<file path="src/rtl/sha1md_pkg.sv">
`timescale 1ns / 1ps

package sha1md_pkg;

    typedef logic [31:0] word_t;

    // element 0 is the first word (a / h0)
    typedef logic [4:0][31:0]  hash_t;
    typedef logic [15:0][31:0] blk_t;

    typedef struct packed {
        logic [31:0] message_word;
        logic [2:0]  byte_count;
        logic        last;
    } msg_t;

    typedef struct packed {
        logic [31:0] digest_word0;
        logic [31:0] digest_word1;
        logic [31:0] digest_word2;
        logic [31:0] digest_word3;
        logic [31:0] digest_word4;
    } digest_t;

    typedef struct packed {
        logic busy;
        logic done;
    } core_stat_t;

    typedef enum logic [2:0] {
        S_IDLE,
        S_PAD,
        S_LEN,
        S_BUSY,
        S_OUT
    } top_state_t;

    typedef enum logic [1:0] {
        C_IDLE,
        C_ROUND,
        C_ADD
    } core_state_t;

    // h4 down to h0
    localparam hash_t H_INIT = {32'hc3d2e1f0, 32'h10325476, 32'h98badcfe,
                                32'hefcdab89, 32'h67452301};

    localparam word_t K_0 = 32'h5a827999;
    localparam word_t K_1 = 32'h6ed9eba1;
    localparam word_t K_2 = 32'h8f1bbcdc;
    localparam word_t K_3 = 32'hca62c1d6;

    localparam logic [6:0] ROUND_20   = 7'd20;
    localparam logic [6:0] ROUND_40   = 7'd40;
    localparam logic [6:0] ROUND_60   = 7'd60;
    localparam logic [6:0] LAST_ROUND = 7'd79;

    localparam logic [2:0] FULL_WORD  = 3'd4;
    localparam logic [3:0] LAST_WORD  = 4'd15;
    localparam logic [3:0] LEN_WORD   = 4'd14;
    localparam word_t      PAD_WORD   = 32'h8000_0000;

endpackage

</file>
<file path="src/rtl/sha1md_core.sv">
`timescale 1ns / 1ps

module sha1md_core import sha1md_pkg::*;
(
    input  logic       clk,
    input  logic       rst_n,
    input  logic       start,
    input  blk_t       blk,
    input  hash_t      h_in,
    output core_stat_t stat,
    output hash_t      h_out
);

    core_state_t state_reg, state_next;
    logic [6:0]  round_reg, round_next;

    word_t a_reg, b_reg, c_reg, d_reg, e_reg;
    blk_t  w_reg;

    word_t f_val;
    word_t k_val;
    word_t t_val;
    word_t w_new;
    word_t w_mix;

    always_comb
    begin
        state_next = state_reg;
        unique case (state_reg)
            C_IDLE:
            begin
                if (start)
                begin
                    state_next = C_ROUND;
                end
            end
            C_ROUND:
            begin
                if (round_reg == LAST_ROUND)
                begin
                    state_next = C_ADD;
                end
            end
            C_ADD:
            begin
                state_next = C_IDLE;
            end
            default:
            begin
                state_next = C_IDLE;
            end
        endcase
    end

    always_comb
    begin
        stat.busy  = (state_reg != C_IDLE);
        stat.done  = (state_reg == C_ADD);
        round_next = (state_reg == C_ROUND) ? 7'(round_reg + 7'd1) : 7'd0;
    end

    // one round of the shared round unit
    always_comb
    begin
        if (round_reg < ROUND_20)
        begin
            f_val = (b_reg & c_reg) | (~b_reg & d_reg);
            k_val = K_0;
        end
        else if (round_reg < ROUND_40)
        begin
            f_val = b_reg ^ c_reg ^ d_reg;
            k_val = K_1;
        end
        else if (round_reg < ROUND_60)
        begin
            f_val = (b_reg & c_reg) | (b_reg & d_reg) | (c_reg & d_reg);
            k_val = K_2;
        end
        else
        begin
            f_val = b_reg ^ c_reg ^ d_reg;
            k_val = K_3;
        end
        t_val = {a_reg[26:0], a_reg[31:27]} + f_val + e_reg + k_val + w_reg[0];
        // schedule word t+16 from the 16-word window
        w_mix = w_reg[13] ^ w_reg[8] ^ w_reg[2] ^ w_reg[0];
        w_new = {w_mix[30:0], w_mix[31]};
    end

    always_comb
    begin
        h_out[0] = h_in[0] + a_reg;
        h_out[1] = h_in[1] + b_reg;
        h_out[2] = h_in[2] + c_reg;
        h_out[3] = h_in[3] + d_reg;
        h_out[4] = h_in[4] + e_reg;
    end

    always_ff @(posedge clk or negedge rst_n)
    begin
        if (!rst_n)
        begin
            state_reg <= C_IDLE;
            round_reg <= 7'd0;
        end
        else
        begin
            state_reg <= state_next;
            round_reg <= round_next;
        end
    end

    always_ff @(posedge clk)
    begin
        if (state_reg == C_IDLE && start)
        begin
            a_reg <= h_in[0];
            b_reg <= h_in[1];
            c_reg <= h_in[2];
            d_reg <= h_in[3];
            e_reg <= h_in[4];
            w_reg <= blk;
        end
        else if (state_reg == C_ROUND)
        begin
            a_reg <= t_val;
            b_reg <= a_reg;
            c_reg <= {b_reg[1:0], b_reg[31:2]};
            d_reg <= c_reg;
            e_reg <= d_reg;
            w_reg <= {w_new, w_reg[15:1]};
        end
    end

    a_last_round: assert property (@(posedge clk) disable iff (!rst_n)
        (state_reg == C_ROUND && round_reg == LAST_ROUND) |=> state_reg == C_ADD)
        else $error("round loop did not end after the last round");

    a_add_once: assert property (@(posedge clk) disable iff (!rst_n)
        state_reg == C_ADD |=> state_reg == C_IDLE)
        else $error("final add held for more than one cycle");

    a_start_idle: assert property (@(posedge clk) disable iff (!rst_n)
        start |-> state_reg == C_IDLE)
        else $error("start while a compression is running");

    a_round_clear: assert property (@(posedge clk) disable iff (!rst_n)
        state_reg == C_IDLE |-> round_reg == 7'd0)
        else $error("round counter not cleared while idle");

endmodule

</file>
<file path="src/rtl/sha1_message_digest_unit.sv">
`timescale 1ns / 1ps

// SHA-1 digest unit. Message words (big-endian, first byte in bits 31:24) arrive on the msg
// channel with a valid-byte count and a last flag; a count below four or the last flag ends the
// message. A word that does not complete a 64-byte block is stored in the block buffer. A word
// that completes a block starts a compression (load, 80 rounds through one shared round unit,
// chaining add), during which msg_ready stays low. Ending a message takes padding (S_PAD after a
// full last word, then S_LEN) plus one compression, or two when the pad and length do not fit
// the current block. The digest is held in an output register, so the next message can start
// while it waits to be taken. Throughput is set by the round unit: no new word is taken while a
// compression runs.

module sha1_message_digest_unit import sha1md_pkg::*;
(
    input  logic    clk,
    input  logic    rst_n,
    input  logic    msg_valid,
    output logic    msg_ready,
    input  msg_t    msg,
    output logic    digest_valid,
    input  logic    digest_ready,
    output digest_t digest
);

    top_state_t state_reg, state_next;
    top_state_t ret_reg, ret_next;
    blk_t       blk_reg, blk_next;
    logic [3:0] wcnt_reg, wcnt_next;
    logic [63:0] len_reg, len_next;
    hash_t      h_reg, h_next;
    digest_t    out_reg, out_next;
    logic       out_valid_reg, out_valid_next;

    logic       msg_fire;
    logic       out_free;
    logic [2:0] bc;
    logic       full;
    word_t      mask;
    word_t      pad;
    word_t      data_word;
    logic       core_start;
    logic       load_len;
    blk_t       core_blk;
    core_stat_t core_stat;
    hash_t      core_h;

    assign msg_fire = msg_valid && msg_ready;
    assign out_free = !out_valid_reg || digest_ready;

    // counts above four act as four
    always_comb
    begin
        bc   = (msg.byte_count > FULL_WORD) ? FULL_WORD : msg.byte_count;
        full = (bc == FULL_WORD);
        case (bc)
            3'd0:    begin mask = 32'h0000_0000; pad = 32'h8000_0000; end
            3'd1:    begin mask = 32'hff00_0000; pad = 32'h0080_0000; end
            3'd2:    begin mask = 32'hffff_0000; pad = 32'h0000_8000; end
            3'd3:    begin mask = 32'hffff_ff00; pad = 32'h0000_0080; end
            default: begin mask = 32'hffff_ffff; pad = 32'h0000_0000; end
        endcase
        data_word = (msg.message_word & mask) | pad;
    end

    always_comb
    begin
        state_next = state_reg;
        unique case (state_reg)
            S_IDLE:
            begin
                if (msg_fire)
                begin
                    if (!full)
                    begin
                        state_next = S_LEN;
                    end
                    else if (wcnt_reg == LAST_WORD)
                    begin
                        state_next = S_BUSY;
                    end
                    else if (msg.last)
                    begin
                        state_next = S_PAD;
                    end
                end
            end
            S_PAD:
            begin
                state_next = S_LEN;
            end
            S_LEN:
            begin
                state_next = S_BUSY;
            end
            S_BUSY:
            begin
                if (core_stat.done)
                begin
                    state_next = ret_reg;
                end
            end
            S_OUT:
            begin
                if (out_free)
                begin
                    state_next = S_IDLE;
                end
            end
            default:
            begin
                state_next = S_IDLE;
            end
        endcase
    end

    always_comb
    begin
        msg_ready      = (state_reg == S_IDLE);
        ret_next       = ret_reg;
        blk_next       = blk_reg;
        wcnt_next      = wcnt_reg;
        len_next       = len_reg;
        h_next         = h_reg;
        out_next       = out_reg;
        out_valid_next = out_valid_reg && !digest_ready;
        core_start     = 1'b0;
        load_len       = 1'b0;

        unique case (state_reg)
            S_IDLE:
            begin
                if (msg_fire)
                begin
                    blk_next[wcnt_reg] = data_word;
                    len_next = len_reg + {58'd0, bc, 3'd0};
                    if (full)
                    begin
                        wcnt_next = 4'(wcnt_reg + 4'd1);
                        if (wcnt_reg == LAST_WORD)
                        begin
                            core_start = 1'b1;
                            ret_next   = msg.last ? S_PAD : S_IDLE;
                        end
                    end
                end
            end
            S_PAD:
            begin
                blk_next[wcnt_reg] = PAD_WORD;
            end
            S_LEN:
            begin
                core_start = 1'b1;
                if (wcnt_reg >= LEN_WORD)
                begin
                    // no room for the length: compress, then a block of only the length
                    wcnt_next = 4'd0;
                    ret_next  = S_LEN;
                end
                else
                begin
                    load_len = 1'b1;
                    ret_next = S_OUT;
                end
            end
            S_BUSY:
            begin
                if (core_stat.done)
                begin
                    h_next = core_h;
                end
            end
            S_OUT:
            begin
                if (out_free)
                begin
                    out_next       = {h_reg[0], h_reg[1], h_reg[2], h_reg[3], h_reg[4]};
                    out_valid_next = 1'b1;
                    h_next         = H_INIT;
                    wcnt_next      = 4'd0;
                    len_next       = 64'd0;
                end
            end
            default:
            begin
            end
        endcase

        // the core copies the block at start, so the buffer empties at once
        if (core_start)
        begin
            blk_next = '0;
        end
    end

    always_comb
    begin
        core_blk = blk_reg;
        // the word that completes a block goes straight to the core
        if (msg_fire)
        begin
            core_blk[wcnt_reg] = data_word;
        end
        if (load_len)
        begin
            core_blk[14] = len_reg[63:32];
            core_blk[15] = len_reg[31:0];
        end
    end

    sha1md_core u_core
    (
        .clk   (clk),
        .rst_n (rst_n),
        .start (core_start),
        .blk   (core_blk),
        .h_in  (h_reg),
        .stat  (core_stat),
        .h_out (core_h)
    );

    always_ff @(posedge clk or negedge rst_n)
    begin
        if (!rst_n)
        begin
            state_reg     <= S_IDLE;
            ret_reg       <= S_IDLE;
            blk_reg       <= '0;
            wcnt_reg      <= 4'd0;
            len_reg       <= 64'd0;
            h_reg         <= H_INIT;
            out_valid_reg <= 1'b0;
        end
        else
        begin
            state_reg     <= state_next;
            ret_reg       <= ret_next;
            blk_reg       <= blk_next;
            wcnt_reg      <= wcnt_next;
            len_reg       <= len_next;
            h_reg         <= h_next;
            out_valid_reg <= out_valid_next;
        end
    end

    always_ff @(posedge clk)
    begin
        out_reg <= out_next;
    end

    assign digest_valid = out_valid_reg;
    assign digest       = out_reg;

    a_ready_core_idle: assert property (@(posedge clk) disable iff (!rst_n)
        msg_ready |-> !core_stat.busy)
        else $error("request taken while a compression is running");

    a_done_in_busy: assert property (@(posedge clk) disable iff (!rst_n)
        core_stat.done |-> state_reg == S_BUSY)
        else $error("compression finished outside the wait state");

    a_digest_restart: assert property (@(posedge clk) disable iff (!rst_n)
        (state_reg == S_OUT && out_free) |=> (digest_valid && len_reg == 64'd0
            && wcnt_reg == 4'd0 && h_reg == H_INIT))
        else $error("digest issued without restarting the message state");

endmodule
</file>
<file path="config.mk">
export PLATFORM = sky130hd
export DESIGN_NAME = sha1_message_digest_unit
export DESIGN_NICKNAME = d
export VERILOG_FILES = /design/src/rtl/sha1md_pkg.sv /design/src/rtl/sha1md_core.sv /design/src/rtl/sha1_message_digest_unit.sv
export SDC_FILE = /design/constraint.sdc
export NUM_CORES = 2
export LEC_CHECK = 0
export CORE_MARGIN = 4
export CORE_UTILIZATION = 50
export CTS_CLUSTER_DIAMETER = 80
export DETAILED_ROUTE_END_ITERATION = 16
export DONT_BUFFER_PORTS = 1
export GPL_TIMING_DRIVEN = 0
export MAX_ROUTING_LAYER = met4
export PLACE_DENSITY = 0.68
export SYNTH_ARGS = -nofsm -noshare
export SYNTH_HDL_FRONTEND = slang
export SYNTH_SLANG_ARGS = --single-unit
export TNS_END_PERCENT = 10
</file>
<file path="constraint.sdc">
create_clock -name clk -period 18 [get_ports clk]
set_clock_uncertainty 0.05 [all_clocks]
set_input_delay 0.9 -clock clk [delete_from_list [all_inputs] [get_ports clk]]
set_output_delay 0.9 -clock clk [all_outputs]
set_load 0.1 [all_outputs]
</file>
==> metrics.txt <==
Yosys top cell by area edfxtp_1; R2R setup slack 9.35 ns; Clock transition at path regs 0.06 ns; die area 167000 um^2; final worst hold slack 0.0166 ns; Routed Antenna Nets 0; Largest stage delay, worst path 0.93 ns; area grow syn2layout 11.6%; initial antenna violation count 23; Worst Path Max Fanout 11; Remaining DRCs 0; Core ar. 159000 um^2; Critical path buffers and inverters 6; Post-synth EDFFs 832; largest net degree at the start of global routing 674; Die W 409 um; R2R Path End u_core.a_reg[30]$_DFFE_PP_; final WL 313000 um; CP max stage cell buf_1; htree depth 4; CTS buffer count 171; All-Layer GR Usage 37.4%; Worst VDD drop 0.119 mV; starting DRC count in detailed routing 9534; delay-heaviest family, CP compound AO/OA/AOI/OAI gates; Required @ worst endpoint 18.48 ns; Post-CTS Setup Bufs 0; GRT Max-Usage Layer met2; post-synthesis sequential area ratio 54.6%; Synth top area share 31.0%; layout cells sized above 1 5.00%; number of max-cap violations 8; Avg Cell Area, Syn 9.88 um^2; Worst Tran Pin Value 1.60 ns; RSZ-0062 raised after global routing false; Fin. Hold Viols 0; Global Route met2 Usage 54.8%; CP startpoint kind flip-flop; Top FF cell, synth edfxtp_1; clock tree from TritonCTS done; syn nets 8544; r2r startpoint u_core.round_reg[4]$_DFF_PN0_; Pleak 38.0 nW; Clock Tree Buf Depth 3; vias per inst 6.33; FILL cells 13900; r2r worst-path depth 25; CP endpoint kind flip-flop; Worst Hold Class in -> async; final period utilization 48.1%; vias in the first global route 63200; FMAX 0.116 GHz; Post-Syn Area 80500 um^2; WP data arrival 9.13 ns; Max Slew Vio Count 87; met1 GRT Util 45.1%; Buffers on Ports 0; Clock Latency Late Sink 0.83 ns; std cell rows 146; endpoints failing setup 0; WL/cell 29.3 um; violated checks max-capacitance violations, max-slew violations; Post-DP HPWL 227000 um; FF+latch count, synth 1585; Initial Util 50.5%; grt met3 use 9.26%; crit path kind reg -> reg; YS warnings 0; slew margin rel. -6.85%; Power Density 111 nW/um^2; first-pass GRT wire length 442000 um; num ports 202; status finished with violations; most frequent cells in the layout a21oi_1 (1145), nand2_1 (1140), nor2_1 (931); global route overflow 0; commonest non-fill, non-tap cell in the layout a21oi_1; Gate Count Post-Synth 8151; Synth async-reset ratio 47.5%; Final min period 8.65 ns; Synth area leaders edfxtp_1 (31%), dfrtp_1 (21%), a21oi_1 (7.1%); DIE HEIGHT 409 um; clk root buf clkbuf_16; gpl congestion 1.06; vias 67500; total power 0.0100 W; synth unique cells 79; clk sinks 1585; Pre-antenna DRT Iters 8; Nets 8737
## synthesized netlist by cell type (all sizes together), types with 112 or more instances
cell type	count
a211oi	296
a21o	182
a21oi	1146
clkbuf	488
dfrtp	673
edfxtp	832
fa	125
ha	228
inv	232
nand2	1141
nor2	933
o21ai	806
xnor2	186
xor2	112
## cell families after synthesis
| group | Yosys count | synth area share (%) |
|---|---|---|
| AOI/OAI and AO/OA | 2696 | 19.3 |
| buffers and inverters | 756 | 3.55 |
| xor gates and xnor gates | 298 | 3.24 |
| muxes | 12 | 0.149 |
| and+or+nand+nor | 2451 | 12.6 |
| DFF | 1585 | 54.6 |
| adders and majority gates | 353 | 6.65 |
## how the worst max path moves through the flow
stage                                   from                     endpoint  slack (ns)  cells past startpoint
4_1_cts        u_core.round_reg[4]$_DFF_PN0_   u_core.a_reg[30]$_DFFE_PP_        9.50                     25
3_5_place_dp   u_core.round_reg[4]$_DFF_PN0_   u_core.a_reg[30]$_DFFE_PP_        9.52                     25
5_1_grt        u_core.round_reg[4]$_DFF_PN0_   u_core.a_reg[30]$_DFFE_PP_        9.15                     23
6_report       u_core.round_reg[4]$_DFF_PN0_   u_core.a_reg[30]$_DFFE_PP_        9.35                     25
3_3_place_gp                          msg[3]  u_core.w_reg[140]$_DFFE_PP_       -0.75                     10
2_1_floorplan                         msg[3]    u_core.a_reg[0]$_DFFE_PP_        6.66                     10
## layer usage
layer	share of wire, %	wire length [um]	vias up
met4	8.7	27400	0
li1	-	-	29200
met5	0	0	-
met3	11	33300	1053
met1	36	114000	32900
met2	44	138000	4322
## repair_timing
item	in CTS	in global routing
gates resized for setup	0	0
hold endpoints to repair	673	0
setup endpoints to repair	0	0
hold buffers	2	0
## power by group
group / total, W / switching (W) / internal (W) / leakage, nW
sequential: 0.00422 / 0.000170 / 0.00405 / 17.9
combinational: 0.00195 / 0.00141 / 0.000538 / 17.2
clock: 0.00383 / 0.00158 / 0.00226 / 2.92
## final cells by class
class | count | area (um^2) | area share [%]
multi-input cells | 5810 | 33800 | 37.6
repair buffers | 20 | 473 | 0.526
plain buffers | 523 | 2010 | 2.23
clock inverters | 96 | 1330 | 1.48
flip-flops and latches | 1585 | 43900 | 48.9
well taps | 2146 | 2690 | 2.99
clock buffers | 227 | 4740 | 5.27
diodes | 30 | 75.1 | 0.0835
inverters | 233 | 875 | 0.973
## metrics by stage
stage	area (um^2)	cells	TNS, ns	util, %	setup slack (ns)
finish	89900	10700	0	56.4	9.35
global route	89800	10700	0	56.4	9.15
CTS	89600	10600	0	56.3	9.50
detailed placement	83500	10300	0	52.4	9.52
global placement	83200	10300	-455.73	52.2	-0.748
floorplan	80500	8151	0	-	6.66
(Power assumes the default switching activity.)
